$ cat config.mk
export PLATFORM = sky130hd
export DESIGN_NAME = bitmap_first_fit_page_allocator_core_flat
export DESIGN_NICKNAME = d
export VERILOG_FILES = /design/src/hdl/bfa_pkg.sv /design/src/hdl/bfa_req_if.sv /design/src/hdl/bfa_rsp_if.sv /design/src/hdl/bitmap_first_fit_page_allocator_core.sv /design/src/hdl/bfa_row_store.sv /design/src/hdl/bfa_bit_serial.sv /design/src/flat_wrapper.sv
export SDC_FILE = /design/constraint.sdc
export NUM_CORES = 1
export LEC_CHECK = 0
export BUFFER_PORTS_ARGS = -buffer_cell sky130_fd_sc_hd__buf_2
export CORE_MARGIN = 5
export CORE_UTILIZATION = 56
export CTS_CLUSTER_DIAMETER = 40
export DETAILED_ROUTE_END_ITERATION = 7
export HOLD_SLACK_MARGIN = 0.03
export PLACE_DENSITY = 0.81
export SLEW_MARGIN = 30
export SYNTH_ARGS = -nofsm -noshare
export SYNTH_HDL_FRONTEND = slang
export SYNTH_SLANG_ARGS = --single-unit
$ cat constraint.sdc
create_clock -name clock -period 3.82 [get_ports clock]
set_input_delay 0.382 -clock clock [delete_from_list [all_inputs] [get_ports clock]]
set_output_delay 0.382 -clock clock [all_outputs]
set_load 0.03 [all_outputs]
$ cat src/hdl/bfa_pkg.sv
package bfa_pkg;

   // Default geometry of the page bitmap
   localparam int DEF_ROWS      = 16;
   localparam int DEF_ROW_WIDTH = 32;

   // Field widths of the channels
   localparam int ACTION_W    = 2;
   localparam int ROW_INDEX_W = 4;
   localparam int ROW_BITS_W  = 32;
   localparam int REQUEST_W   = 10;
   localparam int STATUS_W    = 2;
   localparam int START_ROW_W = 5;
   localparam int START_COL_W = 6;
   localparam int FREE_W      = 10;

   // Action codes
   localparam logic [ACTION_W-1:0] ACT_WRITE = 2'd0;
   localparam logic [ACTION_W-1:0] ACT_ALLOC = 2'd1;
   localparam logic [ACTION_W-1:0] ACT_READ  = 2'd2;

   // Status codes
   localparam logic [STATUS_W-1:0] STS_OK     = 2'd0;
   localparam logic [STATUS_W-1:0] STS_NO_FIT = 2'd1;
   localparam logic [STATUS_W-1:0] STS_ZERO   = 2'd2;

   // Control from the sequencer to the bit-serial unit
   typedef struct packed {
      logic load;
      logic step;
      logic clear_run;
   } serial_ctrl_type;

   // Status from the bit-serial unit back to the sequencer
   typedef struct packed {
      logic old_bit;
      logic new_bit;
      logic last_col;
      logic hit;
   } serial_stat_type;

endpackage

$ cat src/hdl/bfa_req_if.sv
interface bfa_req_if;
   logic                              valid;
   logic                              ready;
   logic [bfa_pkg::ACTION_W-1:0]      action;
   logic [bfa_pkg::ROW_INDEX_W-1:0]   row_index;
   logic [bfa_pkg::ROW_BITS_W-1:0]    row_bits;
   logic [bfa_pkg::REQUEST_W-1:0]     request_count;

   modport source (output valid, action, row_index, row_bits, request_count, input ready);
   modport sink   (input valid, action, row_index, row_bits, request_count, output ready);
endinterface

$ cat src/hdl/bfa_rsp_if.sv
interface bfa_rsp_if;
   logic                              valid;
   logic                              ready;
   logic [bfa_pkg::STATUS_W-1:0]      status;
   logic [bfa_pkg::START_ROW_W-1:0]   start_row;
   logic [bfa_pkg::START_COL_W-1:0]   start_column;
   logic [bfa_pkg::ROW_BITS_W-1:0]    row_data;
   logic [bfa_pkg::FREE_W-1:0]        free_pages;

   modport source (output valid, status, start_row, start_column, row_data, free_pages,
                   input ready);
   modport sink   (input valid, status, start_row, start_column, row_data, free_pages,
                   output ready);
endinterface

$ cat src/hdl/bitmap_first_fit_page_allocator_core.sv
// Page bitmap allocator, first fit over ROWS rows of ROW_WIDTH pages (0 free, 1 used).
// req_chan carries one item: write a row, read a row, or allocate a run of
// request_count contiguous pages. rsp_chan returns one item per request with
// status, the 1-based start row and column of an allocated run, read data and
// the free page count after the item. Both are valid/ready channels.
// A read goes through S_RD; a write also shifts the old and new row past
// the serial unit, which adjusts the free count one bit per cycle. The
// search for an allocate shifts the bitmap through a one-bit serial unit
// with a carried run counter, one page per cycle apart from a row load
// state between rows; marking rewrites one row per cycle. One item is in
// work at a time; the next is taken once the result sits in the output
// register, so a result waiting on a stalled receiver does not hold back
// the next item's work, only its delivery.
// Reset: all pages free, free count ROWS*ROW_WIDTH, no result pending; the
// block takes items in the cycle after reset drops.
module bitmap_first_fit_page_allocator_core #(
   parameter int ROWS      = bfa_pkg::DEF_ROWS,
   parameter int ROW_WIDTH = bfa_pkg::DEF_ROW_WIDTH
) (
   input  logic             clock,
   input  logic             reset,
   bfa_req_if.sink          req_chan,
   bfa_rsp_if.source        rsp_chan
);

   localparam int RAW   = (ROWS > 1) ? $clog2(ROWS) : 1;
   localparam int CW    = $clog2(ROW_WIDTH);
   localparam int TOTAL = ROWS * ROW_WIDTH;
   localparam int FW    = $clog2(TOTAL + 1);

   // Sequencer states
   localparam logic [2:0] S_IDLE   = 3'd0;
   localparam logic [2:0] S_RD     = 3'd1;
   localparam logic [2:0] S_WRCNT  = 3'd2;
   localparam logic [2:0] S_SCANLD = 3'd3;
   localparam logic [2:0] S_SCAN   = 3'd4;
   localparam logic [2:0] S_MARK   = 3'd5;
   localparam logic [2:0] S_RESP   = 3'd6;

   logic [2:0]                          state_ff, state_in;
   logic [FW-1:0]                       free_ff, free_in;
   logic                                rsp_valid_ff, rsp_valid_in;
   logic [bfa_pkg::ACTION_W-1:0]        op_ff, op_in;
   logic [bfa_pkg::ROW_BITS_W-1:0]      bits_ff, bits_in;
   logic [bfa_pkg::REQUEST_W-1:0]       req_ff, req_in;
   logic                                in_range_ff, in_range_in;
   logic [RAW-1:0]                      row_ff, row_in;
   logic [RAW-1:0]                      start_row_ff, start_row_in;
   logic [CW-1:0]                       start_col_ff, start_col_in;
   logic [RAW-1:0]                      end_row_ff, end_row_in;
   logic [CW-1:0]                       end_col_ff, end_col_in;
   logic [bfa_pkg::STATUS_W-1:0]        res_status_ff, res_status_in;
   logic [bfa_pkg::START_ROW_W-1:0]     res_srow_ff, res_srow_in;
   logic [bfa_pkg::START_COL_W-1:0]     res_scol_ff, res_scol_in;
   logic [bfa_pkg::ROW_BITS_W-1:0]      res_data_ff, res_data_in;
   logic [bfa_pkg::STATUS_W-1:0]        rsp_status_ff, rsp_status_in;
   logic [bfa_pkg::START_ROW_W-1:0]     rsp_srow_ff, rsp_srow_in;
   logic [bfa_pkg::START_COL_W-1:0]     rsp_scol_ff, rsp_scol_in;
   logic [bfa_pkg::ROW_BITS_W-1:0]      rsp_data_ff, rsp_data_in;
   logic [bfa_pkg::FREE_W-1:0]          rsp_free_ff, rsp_free_in;

   logic                                req_fire;
   logic                                req_in_range;
   logic [ROW_WIDTH-1:0]                rd_row;
   logic                                wr_en;
   logic [ROW_WIDTH-1:0]                wr_row;
   logic [ROW_WIDTH-1:0]                new_row;
   logic [ROW_WIDTH-1:0]                mark_mask;
   bfa_pkg::serial_ctrl_type            ctrl;
   bfa_pkg::serial_stat_type            stat;
   logic [CW-1:0]                       col;
   logic [RAW-1:0]                      first_row;
   logic [CW-1:0]                       first_col;

   assign req_chan.ready = (state_ff == S_IDLE);
   assign req_fire       = req_chan.valid && req_chan.ready;
   assign req_in_range   = (32'(req_chan.row_index) < 32'(ROWS));
   assign new_row        = ROW_WIDTH'(bits_ff);

   // Row store; the read address is the next row register value
   bfa_row_store #(
      .ROWS      (ROWS),
      .ROW_WIDTH (ROW_WIDTH)
   ) u_store (
      .clock   (clock),
      .reset   (reset),
      .rd_addr (row_in),
      .rd_row  (rd_row),
      .wr_en   (wr_en),
      .wr_addr (row_ff),
      .wr_row  (wr_row)
   );

   // Bit-serial scan and free-count unit
   bfa_bit_serial #(
      .ROWS      (ROWS),
      .ROW_WIDTH (ROW_WIDTH)
   ) u_serial (
      .clock     (clock),
      .reset     (reset),
      .ctrl      (ctrl),
      .row       (row_ff),
      .old_row   (rd_row),
      .new_row   (new_row),
      .request   (req_ff),
      .stat      (stat),
      .col       (col),
      .first_row (first_row),
      .first_col (first_col)
   );

   // Columns of the current row covered by the found run
   always_comb begin
      for (int k = 0; k < ROW_WIDTH; k++) begin
         mark_mask[k] = ((row_ff != start_row_ff) || (CW'(k) >= start_col_ff)) &&
                        ((row_ff != end_row_ff) || (CW'(k) <= end_col_ff));
      end
   end

   // Sequencer
   always_comb begin
      state_in      = state_ff;
      free_in       = free_ff;
      op_in         = op_ff;
      bits_in       = bits_ff;
      req_in        = req_ff;
      in_range_in   = in_range_ff;
      row_in        = row_ff;
      start_row_in  = start_row_ff;
      start_col_in  = start_col_ff;
      end_row_in    = end_row_ff;
      end_col_in    = end_col_ff;
      res_status_in = res_status_ff;
      res_srow_in   = res_srow_ff;
      res_scol_in   = res_scol_ff;
      res_data_in   = res_data_ff;
      wr_en         = 1'b0;
      wr_row        = new_row;
      ctrl          = '0;

      unique case (state_ff)
         S_IDLE: begin
            if (req_fire) begin
               op_in         = req_chan.action;
               bits_in       = req_chan.row_bits;
               req_in        = req_chan.request_count;
               in_range_in   = req_in_range;
               res_status_in = bfa_pkg::STS_OK;
               res_srow_in   = '0;
               res_scol_in   = '0;
               res_data_in   = '0;
               priority if (req_chan.action == bfa_pkg::ACT_WRITE ||
                            req_chan.action == bfa_pkg::ACT_READ) begin
                  row_in   = RAW'(req_chan.row_index);
                  state_in = S_RD;
               end else if (req_chan.action == bfa_pkg::ACT_ALLOC) begin
                  if (req_chan.request_count == '0) begin
                     res_status_in = bfa_pkg::STS_ZERO;
                     state_in      = S_RESP;
                  end else begin
                     ctrl.clear_run = 1'b1;
                     row_in         = '0;
                     state_in       = S_SCANLD;
                  end
               end else begin
                  state_in = S_RESP;
               end
            end
         end
         S_RD: begin
            // Row data of row_ff is valid now
            if (op_ff == bfa_pkg::ACT_READ) begin
               res_data_in = in_range_ff ? bfa_pkg::ROW_BITS_W'(rd_row) : '0;
               state_in    = S_RESP;
            end else if (in_range_ff) begin
               wr_en     = 1'b1;
               ctrl.load = 1'b1;
               state_in  = S_WRCNT;
            end else begin
               state_in = S_RESP;
            end
         end
         S_WRCNT: begin
            // Old and new row shift past one bit per cycle
            ctrl.step = 1'b1;
            if (stat.old_bit && !stat.new_bit) begin
               free_in = free_ff + 1'b1;
            end else if (!stat.old_bit && stat.new_bit) begin
               free_in = free_ff - 1'b1;
            end
            if (stat.last_col) begin
               state_in = S_RESP;
            end
         end
         S_SCANLD: begin
            ctrl.load = 1'b1;
            state_in  = S_SCAN;
         end
         S_SCAN: begin
            ctrl.step = 1'b1;
            if (stat.hit) begin
               start_row_in = first_row;
               start_col_in = first_col;
               end_row_in   = row_ff;
               end_col_in   = col;
               row_in       = first_row;
               state_in     = S_MARK;
            end else if (stat.last_col) begin
               if (row_ff == RAW'(ROWS - 1)) begin
                  res_status_in = bfa_pkg::STS_NO_FIT;
                  state_in      = S_RESP;
               end else begin
                  row_in   = row_ff + 1'b1;
                  state_in = S_SCANLD;
               end
            end
         end
         S_MARK: begin
            // Read-modify-write one row of the run per cycle
            wr_en  = 1'b1;
            wr_row = rd_row | mark_mask;
            if (row_ff == end_row_ff) begin
               free_in     = free_ff - FW'(req_ff);
               res_srow_in = bfa_pkg::START_ROW_W'(start_row_ff) + 1'b1;
               res_scol_in = bfa_pkg::START_COL_W'(start_col_ff) + 1'b1;
               state_in    = S_RESP;
            end else begin
               row_in = row_ff + 1'b1;
            end
         end
         S_RESP: begin
            if (!rsp_valid_ff || rsp_chan.ready) begin
               state_in = S_IDLE;
            end
         end
         default: begin
            state_in = S_IDLE;
         end
      endcase
   end

   // Output register; the free count is captured with the rest of the item
   always_comb begin
      rsp_valid_in  = rsp_valid_ff && !rsp_chan.ready;
      rsp_status_in = rsp_status_ff;
      rsp_srow_in   = rsp_srow_ff;
      rsp_scol_in   = rsp_scol_ff;
      rsp_data_in   = rsp_data_ff;
      rsp_free_in   = rsp_free_ff;
      if (state_ff == S_RESP && (!rsp_valid_ff || rsp_chan.ready)) begin
         rsp_valid_in  = 1'b1;
         rsp_status_in = res_status_ff;
         rsp_srow_in   = res_srow_ff;
         rsp_scol_in   = res_scol_ff;
         rsp_data_in   = res_data_ff;
         rsp_free_in   = bfa_pkg::FREE_W'(free_ff);
      end
   end

   always_ff @(posedge clock) begin
      if (reset) begin
         state_ff     <= S_IDLE;
         free_ff      <= FW'(TOTAL);
         rsp_valid_ff <= 1'b0;
      end else begin
         state_ff     <= state_in;
         free_ff      <= free_in;
         rsp_valid_ff <= rsp_valid_in;
      end
   end

   always_ff @(posedge clock) begin
      op_ff         <= op_in;
      bits_ff       <= bits_in;
      req_ff        <= req_in;
      in_range_ff   <= in_range_in;
      row_ff        <= row_in;
      start_row_ff  <= start_row_in;
      start_col_ff  <= start_col_in;
      end_row_ff    <= end_row_in;
      end_col_ff    <= end_col_in;
      res_status_ff <= res_status_in;
      res_srow_ff   <= res_srow_in;
      res_scol_ff   <= res_scol_in;
      res_data_ff   <= res_data_in;
      rsp_status_ff <= rsp_status_in;
      rsp_srow_ff   <= rsp_srow_in;
      rsp_scol_ff   <= rsp_scol_in;
      rsp_data_ff   <= rsp_data_in;
      rsp_free_ff   <= rsp_free_in;
   end

   assign rsp_chan.valid        = rsp_valid_ff;
   assign rsp_chan.status       = rsp_status_ff;
   assign rsp_chan.start_row    = rsp_srow_ff;
   assign rsp_chan.start_column = rsp_scol_ff;
   assign rsp_chan.row_data     = rsp_data_ff;
   assign rsp_chan.free_pages   = rsp_free_ff;

   // A new result appears only out of the result state
   a_rsp_from_resp: assert property (@(posedge clock) disable iff (reset)
      $rose(rsp_valid_ff) |-> $past(state_ff) == S_RESP)
      else $error("result raised outside the result state");

   // Free count never exceeds the bitmap size
   a_free_bound: assert property (@(posedge clock) disable iff (reset)
      free_ff <= FW'(TOTAL))
      else $error("free page count above total");

   // A run match always leads into marking
   a_hit_marks: assert property (@(posedge clock) disable iff (reset)
      state_ff == S_SCAN && stat.hit |=> state_ff == S_MARK)
      else $error("run found but marking not started");

   // Marking stays within the rows of the found run
   a_mark_range: assert property (@(posedge clock) disable iff (reset)
      state_ff == S_MARK |-> row_ff >= start_row_ff && row_ff <= end_row_ff)
      else $error("marking outside the found run");

endmodule

$ cat src/hdl/bfa_row_store.sv
module bfa_row_store #(
   parameter int ROWS      = bfa_pkg::DEF_ROWS,
   parameter int ROW_WIDTH = bfa_pkg::DEF_ROW_WIDTH
) (
   input  logic                                clock,
   input  logic                                reset,
   input  logic [(ROWS > 1 ? $clog2(ROWS) : 1)-1:0] rd_addr,
   output logic [ROW_WIDTH-1:0]                rd_row,
   input  logic                                wr_en,
   input  logic [(ROWS > 1 ? $clog2(ROWS) : 1)-1:0] wr_addr,
   input  logic [ROW_WIDTH-1:0]                wr_row
);

   logic [ROW_WIDTH-1:0] mem [ROWS];
   logic [ROW_WIDTH-1:0] rd_data_ff;
   logic                 rd_valid_ff;
   logic [ROWS-1:0]      valid_ff;

   // Row memory: one write port, one registered read port
   always_ff @(posedge clock) begin
      if (wr_en) begin
         mem[wr_addr] <= wr_row;
      end
      rd_data_ff <= mem[rd_addr];
   end

   // Per-row written flags; an unwritten row reads as all free
   always_ff @(posedge clock) begin
      if (reset) begin
         valid_ff    <= '0;
         rd_valid_ff <= 1'b0;
      end else begin
         if (wr_en) begin
            valid_ff[wr_addr] <= 1'b1;
         end
         rd_valid_ff <= valid_ff[rd_addr];
      end
   end

   assign rd_row = rd_valid_ff ? rd_data_ff : '0;

endmodule

$ cat src/hdl/bfa_bit_serial.sv
module bfa_bit_serial #(
   parameter int ROWS      = bfa_pkg::DEF_ROWS,
   parameter int ROW_WIDTH = bfa_pkg::DEF_ROW_WIDTH
) (
   input  logic                                     clock,
   input  logic                                     reset,
   input  bfa_pkg::serial_ctrl_type                 ctrl,
   input  logic [(ROWS > 1 ? $clog2(ROWS) : 1)-1:0] row,
   input  logic [ROW_WIDTH-1:0]                     old_row,
   input  logic [ROW_WIDTH-1:0]                     new_row,
   input  logic [bfa_pkg::REQUEST_W-1:0]            request,
   output bfa_pkg::serial_stat_type                 stat,
   output logic [$clog2(ROW_WIDTH)-1:0]             col,
   output logic [(ROWS > 1 ? $clog2(ROWS) : 1)-1:0] first_row,
   output logic [$clog2(ROW_WIDTH)-1:0]             first_col
);

   localparam int RAW  = (ROWS > 1) ? $clog2(ROWS) : 1;
   localparam int CW   = $clog2(ROW_WIDTH);
   localparam int RUNW = $clog2(ROWS * ROW_WIDTH + 1);
   localparam int CMPW = (RUNW > bfa_pkg::REQUEST_W) ? RUNW : bfa_pkg::REQUEST_W;

   logic [ROW_WIDTH-1:0] old_sh_ff, old_sh_in;
   logic [ROW_WIDTH-1:0] new_sh_ff, new_sh_in;
   logic [CW-1:0]        col_ff, col_in;
   logic [RUNW-1:0]      run_ff, run_in;
   logic [RUNW-1:0]      run_inc;
   logic [RAW-1:0]       first_row_ff, first_row_in;
   logic [CW-1:0]        first_col_ff, first_col_in;

   // Current bit and run match
   assign run_inc       = run_ff + 1'b1;
   assign stat.old_bit  = old_sh_ff[0];
   assign stat.new_bit  = new_sh_ff[0];
   assign stat.last_col = (col_ff == CW'(ROW_WIDTH - 1));
   assign stat.hit      = !old_sh_ff[0] && (CMPW'(run_inc) == CMPW'(request));

   // A run that begins at this bit starts here
   assign col       = col_ff;
   assign first_row = (run_ff == '0) ? row : first_row_ff;
   assign first_col = (run_ff == '0) ? col_ff : first_col_ff;

   // Next-state logic: load a row, or consume one bit
   always_comb begin
      old_sh_in    = old_sh_ff;
      new_sh_in    = new_sh_ff;
      col_in       = col_ff;
      run_in       = run_ff;
      first_row_in = first_row_ff;
      first_col_in = first_col_ff;
      if (ctrl.load) begin
         old_sh_in = old_row;
         new_sh_in = new_row;
         col_in    = '0;
      end else if (ctrl.step) begin
         old_sh_in = old_sh_ff >> 1;
         new_sh_in = new_sh_ff >> 1;
         col_in    = col_ff + 1'b1;
         if (old_sh_ff[0]) begin
            run_in = '0;
         end else begin
            run_in       = run_inc;
            first_row_in = first_row;
            first_col_in = first_col;
         end
      end
      if (ctrl.clear_run) begin
         run_in = '0;
      end
   end

   always_ff @(posedge clock) begin
      if (reset) begin
         run_ff <= '0;
      end else begin
         run_ff <= run_in;
      end
   end

   always_ff @(posedge clock) begin
      old_sh_ff    <= old_sh_in;
      new_sh_ff    <= new_sh_in;
      col_ff       <= col_in;
      first_row_ff <= first_row_in;
      first_col_ff <= first_col_in;
   end

endmodule

$ cat src/flat_wrapper.sv
// flat-port wrapper written by rule: the top's interface ports become plain ports
module bitmap_first_fit_page_allocator_core_flat 
#(
   parameter int ROWS      = bfa_pkg::DEF_ROWS,
   parameter int ROW_WIDTH = bfa_pkg::DEF_ROW_WIDTH
)
  (clock, reset, req_chan_valid, req_chan_action, req_chan_row_index, req_chan_row_bits, req_chan_request_count, req_chan_ready, rsp_chan_valid, rsp_chan_status, rsp_chan_start_row, rsp_chan_start_column, rsp_chan_row_data, rsp_chan_free_pages, rsp_chan_ready);
  bfa_req_if req_chan_i ();
  bfa_rsp_if rsp_chan_i ();
  input  logic clock;
  input  logic reset;
  input wire logic [$bits(req_chan_i.valid)-1:0] req_chan_valid;
  input wire logic [$bits(req_chan_i.action)-1:0] req_chan_action;
  input wire logic [$bits(req_chan_i.row_index)-1:0] req_chan_row_index;
  input wire logic [$bits(req_chan_i.row_bits)-1:0] req_chan_row_bits;
  input wire logic [$bits(req_chan_i.request_count)-1:0] req_chan_request_count;
  output wire logic [$bits(req_chan_i.ready)-1:0] req_chan_ready;
  output wire logic [$bits(rsp_chan_i.valid)-1:0] rsp_chan_valid;
  output wire logic [$bits(rsp_chan_i.status)-1:0] rsp_chan_status;
  output wire logic [$bits(rsp_chan_i.start_row)-1:0] rsp_chan_start_row;
  output wire logic [$bits(rsp_chan_i.start_column)-1:0] rsp_chan_start_column;
  output wire logic [$bits(rsp_chan_i.row_data)-1:0] rsp_chan_row_data;
  output wire logic [$bits(rsp_chan_i.free_pages)-1:0] rsp_chan_free_pages;
  input wire logic [$bits(rsp_chan_i.ready)-1:0] rsp_chan_ready;
  assign req_chan_i.valid = req_chan_valid;
  assign req_chan_i.action = req_chan_action;
  assign req_chan_i.row_index = req_chan_row_index;
  assign req_chan_i.row_bits = req_chan_row_bits;
  assign req_chan_i.request_count = req_chan_request_count;
  assign req_chan_ready = req_chan_i.ready;
  assign rsp_chan_valid = rsp_chan_i.valid;
  assign rsp_chan_status = rsp_chan_i.status;
  assign rsp_chan_start_row = rsp_chan_i.start_row;
  assign rsp_chan_start_column = rsp_chan_i.start_column;
  assign rsp_chan_row_data = rsp_chan_i.row_data;
  assign rsp_chan_free_pages = rsp_chan_i.free_pages;
  assign rsp_chan_i.ready = rsp_chan_ready;
  bitmap_first_fit_page_allocator_core #(.ROWS(ROWS), .ROW_WIDTH(ROW_WIDTH)) u_core (.clock(clock), .reset(reset), .req_chan(req_chan_i), .rsp_chan(rsp_chan_i));
endmodule
Word level (Yosys, flattened, before mapping)
Memory sizes are Yosys's and may differ from the RTL's. A register that Yosys moved wholly into a read port is not among the register bits.
Cells that the tools add are included.
{"block": "totals", "regBits": 285, "latch_bits": 0, "mem_bits_rw": 512, "romBits": 0, "input_bits": 52, "out_inout_bits": 57, "wordCells": 329, "mem_count": 1}
{"block": "op_classes", "add_sub_neg": 8, "multipliers": 0, "div": 0, "magnitude_cmp": 67, "eq_ne": 25, "shift": 0, "n_mux": 67, "n_bitwise": 4, "n_reduce_logical": 129}
{"name": "u_core.u_store.mem", "words": 16, "width": 32, "read_ports": 1, "rd_ports_with_merged_regs": 1, "write_ports": 1, "line": "bfa_row_store.sv:14", "rtl": "logic [ROW_WIDTH-1:0] mem [ROWS];"}
{"operator": "$mux W32", "n": 8}
{"operator": "$ge A5 B5 Y1 const A", "n": 16}
{"operator": "$le A5 B5 Y1 const A", "n": 16}
{"operator": "$logic_or A1 B1 Y1", "n": 66}
{"operator": "$pmux W32 S2", "n": 1}
{"operator": "$ge A4 B5 Y1 const A", "n": 8}
{"operator": "$le A4 B5 Y1 const A", "n": 8}
{"operator": "$mux W10", "n": 4}
{"operator": "$logic_and A1 B1 Y1", "n": 39}
{"operator": "$mux W4", "n": 9}
{"operator": "$mux W3", "n": 11}
{"operator": "$or A32 B32 Y32", "n": 1}
{"operator": "$pmux W3 S7", "n": 1}
{"operator": "$add A10 B1 Y10 const B", "n": 2}
{"operator": "$ge A3 B5 Y1 const A", "n": 4}
{"operator": "$le A3 B5 Y1 const A", "n": 4}
{"operator": "$logic_not A10 Y1", "n": 2}
{"operator": "$pmux W10 S2", "n": 1}
{"operator": "$or A16 B16 Y16", "n": 1}
{"operator": "$mux W5", "n": 3}
{"operator": "$mux W2", "n": 7}
{"operator": "$mux W1", "n": 12}
{"operator": "$mux W6", "n": 2}
{"operator": "$ne A2 B1 Y1 const B", "n": 6}
{"operator": "other kinds (40)", "n": 68}

Longest topological paths before layout
Gate-level depths: netlist of run 1.
{"block": "logic_depth", "depth_word": 8, "depth_mapped": 18, "ltp_nobuf": 16}

Modules after synthesis
A second synthesis of run 1 with hierarchy kept.
{"block": "unflattened", "cells_unflattened": 1885, "hier_area_um2": 32899.1}
{"mod": "bfa_row_store", "n_inst": 1, "cells_each": 908, "area_each_um2": 20703.6, "seq_area_each_um2": 16355.7}
{"mod": "bitmap_first_fit_page_allocator_core", "n_inst": 1, "cells_each": 681, "area_each_um2": 8056.5, "seq_area_each_um2": 5225.0}
{"mod": "bfa_bit_serial", "n_inst": 1, "cells_each": 296, "area_each_um2": 4139.0, "seq_area_each_um2": 2492.4}

Worst setup path before layout of run 1
No wires, ideal clock.
{"block": "synth_timing", "path_kind": "register to register", "from": "register u_core.state_ff[1]", "to": "register u_core.rsp_free_ff, in the netlist u_core.rsp_chan.free_pages[0] (enable)", "setup_ps": 474, "arrival_time_ps": 3755, "required_time_ps": 3346, "slack_ps": -409, "stages_incl_launch_ff": 5, "n_path_buf": 1, "period_less_slack_ps": 4229, "path_cell_list": "dfxtp_1 -> clkbuf_1 -> clkinv_1 -> or3_1 -> nor2b_1"}
{"block": "synth_via", "elab_chain_len": 2}
{"element": "start, declared", "line": "bitmap_first_fit_page_allocator_core.sv:40", "rtl": "logic [2:0] state_ff, state_in;"}
{"element": "start signal, assigned", "line": "bitmap_first_fit_page_allocator_core.sv:266", "rtl": "state_ff <= state_in;"}
{"element": "$eq A3 B3 Y1", "line": "bitmap_first_fit_page_allocator_core.sv:250", "rtl": "if (state_ff == S_RESP && (!rsp_valid_ff || rsp_chan.ready)) begin"}
{"element": "$logic_and A1 B1 Y1", "line": "bitmap_first_fit_page_allocator_core.sv:250"}
{"element": "end signal, assigned", "line": "bitmap_first_fit_page_allocator_core.sv:290", "rtl": "rsp_free_ff <= rsp_free_in;"}
{"element": "end, declared", "line": "bitmap_first_fit_page_allocator_core.sv:60", "rtl": "logic [bfa_pkg::FREE_W-1:0] rsp_free_ff, rsp_free_in;"}
Every way passes these cells.
A chain may end at the register's enable or synchronous reset.

Worst setup path in the final report of run 1
{"block": "layout_timing", "from": "register u_core.req_ff[5] (netlist bit)", "to": "register u_core.u_store.rd_data_ff[28], read port of u_core.u_store.mem"}
{"block": "layout_via", "elab_chain_len": 4}
{"element": "start, declared", "line": "bitmap_first_fit_page_allocator_core.sv:45", "rtl": "logic [bfa_pkg::REQUEST_W-1:0] req_ff, req_in;"}
{"element": "start signal, assigned", "line": "bitmap_first_fit_page_allocator_core.sv:275", "rtl": "req_ff <= req_in;"}
{"element": "$eq A10 B10 Y1", "line": "bfa_bit_serial.sv:36", "rtl": "assign stat.hit = !old_sh_ff[0] && (CMPW'(run_inc) == CMPW'(request));"}
{"element": "$logic_and A1 B1 Y1", "line": "bfa_bit_serial.sv:36"}
{"element": "$mux W4", "line": "bitmap_first_fit_page_allocator_core.sv:201", "rtl": "if (stat.hit) begin"}
{"element": "$pmux W4 S3", "line": "bitmap_first_fit_page_allocator_core.sv:141", "rtl": "unique case (state_ff)"}
{"element": "end, declared", "line": "bfa_row_store.sv:15", "rtl": "logic [ROW_WIDTH-1:0] rd_data_ff;"}
Every way passes these cells.

==> impl_metrics.tcl, run 1 <==
set metrics [dict create \
    status "finished with violations" \
    failed_checks "negative setup slack" \
    final-instance-count-excl-fill 3545 \
    worstMarginPinSlew_ns 1.06 \
    area_delta_synth_final_pct 24.0 \
    grt_pass1_wl_um 138000 \
    syn_inst 2346 \
    netlist-cell-type-count 65 \
    p_sw_share_pct 33.1 \
    period_minus_slack_ns 3.99 \
    drv_cap 0 \
    synthFlopType "edfxtp_1" \
    final_common_cell "edfxtp_1" \
    top_usage_layer "met2" \
    met2_usage_pct 46.1 \
    synth_edf_count 747 \
    internal-power_uw 23400 \
    routed_wl_um 99200 \
    power.share.clock_pct 30.2 \
    fin_crit_sh_pct 104 \
    fin_skew_ns 0.0438 \
    path_clk_slew_ns 0.06 \
    async_flop_share_pct 0 \
    row_count 90 \
    nFillCells 3475 \
    ant_nets 0 \
    slew_headroom_pct 29.4 \
    slew_violations 0 \
    antenna_found_initial 1 \
    place_congestion 0.885 \
    power_frac_seq_pct 36.2 \
    p_per_area_nw_per_um2 833 \
    cts_root_buffer "clkbuf_16" \
    ys_seq_elements 829 \
    h-tree-depth 3 \
    syn_nets 2420 \
    viasPerCell 6.41 \
    hp-class "in -> reg" \
    grtUsageTotal_pct 27.3 \
    clock_latency_ns 0.68 \
    clock_sinks 829 \
    p_leak_uw 0.0150 \
    drt_iter0_drc 3287 \
    p_sw_uw 11600 \
    p_comb_share_pct 33.6 \
    worstSetupStartpointType "flip-flop" \
    hold_viol 0 \
    path_max_fanout 9 \
    ir_drop_v 0.000602 \
    finalSetupViolCount 31 \
    die_y_um 256 \
    crit_type "reg -> reg" \
    grt_max_degree 95 \
    synth-seq-area-share_pct 71.1 \
    rsz0062_at_grt "yes" \
    fp.dieW_um 256 \
    nNetsFinal 2751 \
    core_sq_um 60100 \
    seq_area_sq_um 24100 \
    syn_avg_cell_area_sq_um 14.4 \
    die_area_sq_um 65500 \
    grt_use_met1_pct 35.7 \
    cts_tree "yes" \
    synthesis.area_sq_um 33900 \
    vias 22700 \
    layout_common_cells "747 x edfxtp_1, 225 x nand2_1, 200 x nor2_1, 191 x mux2i_1, 145 x buf_4" \
    grt_overflow 0 \
    port_buffers 108 \
    multi_input_area_sq_um 9710 \
    hpwlAfterDp_um 51900 \
    max_freq_mhz 251 \
    drc 0 \
    clk_path_buf_depth 3 \
    initial_core_util_pct 56.3 \
    drive_above_1_share_pct 26.7 \
    cts_buffers 101 \
    grt_pass1_vias 22400 \
    diodes 0 \
    worst_ep_required_time_ns 4.36 \
    io_pins 109 \
    wl_per_cell_um 28.0 \
    first_pass_iters 7 \
    layout_setup_ws_ns -0.167 \
    endpoint_kind "flip-flop" \
    placed_cells 3258 \
    met3_usage_pct 4.99 \
    cp.arrival_ns 4.53 \
    ys_warn_count 0 \
    holdWs_ns 0.119 \
]
per-stage QoR:
stage	setup TNS, ns	instance area (sq um)	utilization (%)	power [uW]	worst slack [ns]
floorplan	0	33900	-	18800	0.00602
global placement	-1.16	36400	60.5	21700	-0.0998
detailed placement	-2.92	36500	60.6	22100	-0.194
CTS	-2.39	41100	68.4	33300	-0.113
global route	-4.35	42000	69.8	36000	-0.277
finish	-2.23	42000	69.8	35000	-0.167
worst max-delay path, cell delays in order (launching register included):
cell      delay, ns
edfxtp_1       0.44
xnor2_2        0.18
and3_1         0.20
or4_4          0.52
a2111o_1       0.39
or3_4          0.42
o211ai_4       0.21
buf_12         0.17
buf_12         0.17
buf_12         0.14
buf_4          0.10
mux2i_1        0.29
mux2_2         0.23
o22ai_1        0.09
a221o_1        0.30
cell usage after synthesis (all sizes together), types with 5 or more instances:
cell / n / area share, %
and3: 14 / 0.26
a21oi: 115 / 1.7
mux2: 136 / 4.5
nand3: 19 / 0.28
xnor2: 20 / 0.52
nand4: 7 / 0.13
edfxtp: 747 / 66
nor4: 7 / 0.13
a31oi: 32 / 0.59
a21boi: 6 / 0.13
buf: 54 / 1.1
o211ai: 6 / 0.17
inv: 30 / 0.33
xor2: 12 / 0.31
clkbuf: 82 / 0.91
o22ai: 36 / 0.67
nor3: 22 / 0.33
a22o: 5 / 0.13
nor2b: 9 / 0.17
nor2: 236 / 2.6
a221o: 33 / 0.98
ha: 21 / 0.78
mux2i: 213 / 6.3
a21o: 5 / 0.11
dfxtp: 82 / 4.8
o21ai: 92 / 1.4
and2: 6 / 0.11
or3: 6 / 0.11
nand2b: 15 / 0.28
nand2: 225 / 2.5
power groups by stage:
stage | registers, uW | clock network (uW) | logic [uW]
finish | 12700 | 10600 | 11800
CTS | 12600 | 10500 | 10200
global placement | 12700 | 0 | 9000
floorplan | 12600 | 0 | 6280
global route | 12700 | 11000 | 12300
detailed placement | 12800 | 0 | 9380
what timing repair did:
item | CTS | global route
cloned | 5 | 8
hold buffers | 44 | 0
resized for setup | 58 | 112
endpoints found under the setup margin | 33 | 33
pin swaps | 14 | 16
buffers inserted | 10 | 33
endpoints found under the hold margin | 44 | 0
per-layer routing:
metal	share of wire [%]	up-vias	wire, um
met5	0	-	0
met4	4.9	0	4860
met3	11	392	11100
met2	49	1766	48700
met1	35	11100	34500
li1	-	9494	-
state kept, by name (all words and copies together) (netlist names), 6 cells and up:
signal                        flops
u_core.rsp_chan.free_pages       10
u_core.u_store.mem              512
u_core.u_serial.old_sh_ff        32
u_core.u_store.valid_ff          16
u_core.rsp_chan.row_data         32
u_core.u_serial.new_sh_ff        32
u_core.u_serial.run_ff           10
u_core.u_store.rd_data_ff        32
u_core.rsp_chan.start_column      6
u_core.free_ff                   10
u_core.bits_ff                   32
u_core.res_scol_ff                6
u_core.req_ff                    10
u_core.res_data_ff               32
cell type report:
class | instances | area share, %
repair buffers | 364 | 8.04
clock inverters | 74 | 2.63
clock buffers | 115 | 6.27
well taps | 782 | 2.33
inverters | 32 | 0.286
multi-input cells | 1349 | 23.1
flip-flops and latches | 829 | 57.3
cells by family after synthesis:
| logic type | share of synthesized area, % |
|---|---|
| xor gates and xnor gates | 0.828 |
| DFF | 71.1 |
| adders and majority gates | 0.835 |
| muxes | 10.9 |
| and+or+nand+nor | 7.20 |
| AOI/OAI and AO/OA | 6.76 |
| buffers and inverters | 2.39 |
final timing paths:
check,start,to,slack [ns],cells past startpoint
hold / removal,rsp_chan_ready,u_core.rsp_chan.valid,0.12,3
hold reg to reg,u_core.res_data_ff[23],u_core.rsp_chan.row_data[23],0.40,0
setup / recovery,u_core.req_ff[5],u_core.u_store.rd_data_ff[28],-0.17,14
setup reg to reg,u_core.req_ff[5],u_core.u_store.rd_data_ff[28],-0.17,14
(Power assumes the default switching activity.)
==> run 2, diff against run 1 <==
REMOVE_ABC_BUFFERS = 1   (was unset)
SYNTH_HIERARCHICAL = 1   (was unset)
==> run 2 against run 1 <==
Clock skew shrank 0.018 ns. Core utilization down 2.6 points. Critical path depth up 1. The flow now finishes without violations. Final area fell by 7.3%. Cell count down 15%. Synthesized area is 2.8% lower.
==> impl_metrics.tcl, run 2 <==
set metrics [dict create \
    status "finished, final reports clean" \
    cts_buffers 98 \
    routed_wl_um 84200 \
    r2r_end "u_core/u_store/rd_data_ff[29]" \
    grt_pass1_vias 19600 \
    slew_violations 0 \
    p_per_area_nw_per_um2 786 \
    core_sq_um 57900 \
    reg2reg_from "u_core/u_serial/run_ff[0]" \
    ys_warn_count 6 \
    synthTopCellsByCount "747 x edfxtp_1, 130 x mux4_2, 128 x nor2_1" \
    placed_cells 2765 \
    synthDominantCellAreaShare_pct 68.2 \
    largest_reg_flops 512 \
    drt_iter0_drc 2521 \
    drive_above_1_share_pct 29.8 \
    io_pins 109 \
    initial_core_util_pct 56.8 \
    synthesis.area_sq_um 32900 \
    worstSetupStartpointType "flip-flop" \
    grt_pass1_wl_um 124000 \
    worst_ep_required_time_ns 4.36 \
    ir_drop_v 0.000572 \
    rr_worst_depth 15 \
    syn_avg_cell_area_sq_um 17.5 \
    drc 0 \
    fin_crit_sh_pct 98.4 \
    ys_seq_elements 829 \
    fp.dieW_um 252 \
    grt_max_degree 54 \
    fin_util_pct 67.2 \
    crit_end "u_core/u_store/rd_data_ff[29]" \
    layout_common_cells "747 x edfxtp_1, 130 x mux4_2, 111 x nor2_1, 109 x buf_2, 108 x buf_4" \
    final-instance-count-excl-fill 3000 \
    r2r_slack_ns 0.06 \
    row_count 88 \
    timing.critical_path.from "u_core/u_serial/run_ff[0]" \
    clock_sinks 829 \
    wl_per_cell_um 28.1 \
    cts_root_buffer "clkbuf_16" \
    path_clk_slew_ns 0.06 \
    area_delta_synth_final_pct 18.4 \
    clk_path_buf_depth 3 \
    first_pass_iters 7 \
    hpwlAfterDp_um 47500 \
    clock_latency_ns 0.66 \
    synthFlopType "edfxtp_1" \
    fin_skew_ns 0.0262 \
    syn_inst 1885 \
    vias 19200 \
    slew_headroom_pct 35.9 \
    rsz0062_at_grt "yes" \
    endpoint_kind "flip-flop" \
    p_leak_uw 0.0133 \
    synth_top_cell_by_area "edfxtp_1" \
    crit_type "reg -> reg" \
    synth_edf_count 747 \
    ant_nets 0 \
    port_buffers 108 \
    largest_register "u_core/u_store/mem" \
    nNetsFinal 2222 \
    finalSetupViolCount 0 \
    period_minus_slack_ns 3.76 \
    yosysMostFrequentCell "edfxtp_1" \
    h-tree-depth 3 \
    synth-seq-area-share_pct 73.2 \
    antenna_found_initial 2 \
    grt_overflow 0 \
    drv_cap 0 \
    path_max_fanout 22 \
    max_freq_mhz 266 \
    cts_tree "yes" \
    synth.top_cells.by_area "edfxtp_1 68%, mux4_2 8.9%, dfxtp_1 5.0%, mux2_2 2.5%, nor2_1 1.5%" \
    final_common_cell "edfxtp_1" \
    hold_viol 0 \
    place_congestion 0.937 \
    die_y_um 252 \
    viasPerCell 6.41 \
    hp-class "in -> reg" \
    cp.arrival_ns 4.30 \
    die_area_sq_um 63700 \
    grtUsageTotal_pct 26.1 \
    netlist-cell-type-count 72 \
    worstMarginPinSlew_ns 0.956 \
    async_flop_share_pct 0 \
]
## run 2: what timing repair did
item	4_1_cts	5_1_grt
hold buffers	44	0
pin swaps	1	6
gates resized for setup	3	16
endpoints found under the setup margin	33	33
hold endpoints to repair	44	0
setup buffers	2	3
## run 2: critical path, cell delays in order (launching register included)
cell      delay, ns
dfxtp_4        0.38
ha_2           0.19
a21oi_1        0.05
o311a_1        0.29
a41o_1         0.20
a211o_1        0.28
nor4bb_4       0.17
nor2_1         0.19
a31oi_2        0.14
o21ai_1        0.20
a21o_4         0.14
buf_12         0.15
buf_16         0.21
mux4_2         0.55
a22o_1         0.25
a221o_1        0.26
## run 2: kinds of logic after synthesis
| logic type | synth area share (%) |
|---|---|
| adder cells (fa/ha/maj) | 0.783 |
| AND/OR/NAND/NOR | 6.07 |
| multiplexers | 11.7 |
| buffers and inverters | 1.97 |
| XOR/XNOR | 0.985 |
| AO/OA/AOI/OAI | 5.32 |
| flip-flops | 73.2 |
## run 2: how the worst min path moves through the flow
| stage | to | cells past startpoint | from |
|---|---|---|---|
| 2_1_floorplan | u_core/rsp_chan.row_data[0] | 0 | u_core/res_data_ff[0] |
| 3_3_place_gp | u_core/rsp_chan.start_row[2] | 0 | u_core/res_srow_ff[2] |
| 3_5_place_dp | u_core/rsp_chan.start_row[2] | 0 | u_core/res_srow_ff[2] |
| 4_1_cts | u_core/rsp_chan.valid | 4 | rsp_chan_ready |
| 5_1_grt | u_core/rsp_chan.valid | 4 | rsp_chan_ready |
| 6_report | u_core/rsp_chan.valid | 4 | rsp_chan_ready |
## run 2: cell type report
| cell class | instances | area (sq um) |
|---|---|---|
| antenna | 1 | 2.50 |
| tap | 765 | 957 |
| sequential | 829 | 24100 |
| inverter | 24 | 90.1 |
| fill | 3617 | 19000 |
| multi-input combinational | 921 | 8410 |
| timing repair buffer | 276 | 2100 |
| clock buffer | 111 | 2530 |
| clock inverter | 73 | 763 |
## run 2: through the flow
step                setup slack [ns]  hold WS [ns]  total power, uW  instance area, sq um  TNS (ns)
CTS                          0.00867         0.120            30600                 38800         0
floorplan                      -4.96         0.400            18200                 32300   -584.80
global placement             -0.0343         0.404            20700                 35000    -0.337
global route                 -0.0665         0.219            31700                 38900     -1.01
detailed placement            -0.113         0.405            21100                 35000     -2.28
finish                        0.0596         0.159            30600                 38900         0
## run 2: layer usage
layer  share of wire [%]  vias to the layer above  GRT usage (%)  wire length, um
met5                   0                        -              0                0
met4                 3.6                        0           9.48             3040
met3                  12                      217           5.74             9900
met2                  49                     1332           43.1            41300
met1                  36                     9698           34.9            30000
li1                    -                     7977              -                -
## run 2: power breakdown
part           leakage (uW)  total (uW)  internal (uW)  switching, uW
logic               0.00418        8740           3740           5000
clock network       0.00158        9270           5320           3950
registers           0.00750       12600          12000            573
total                0.0133       30600          21100           9520
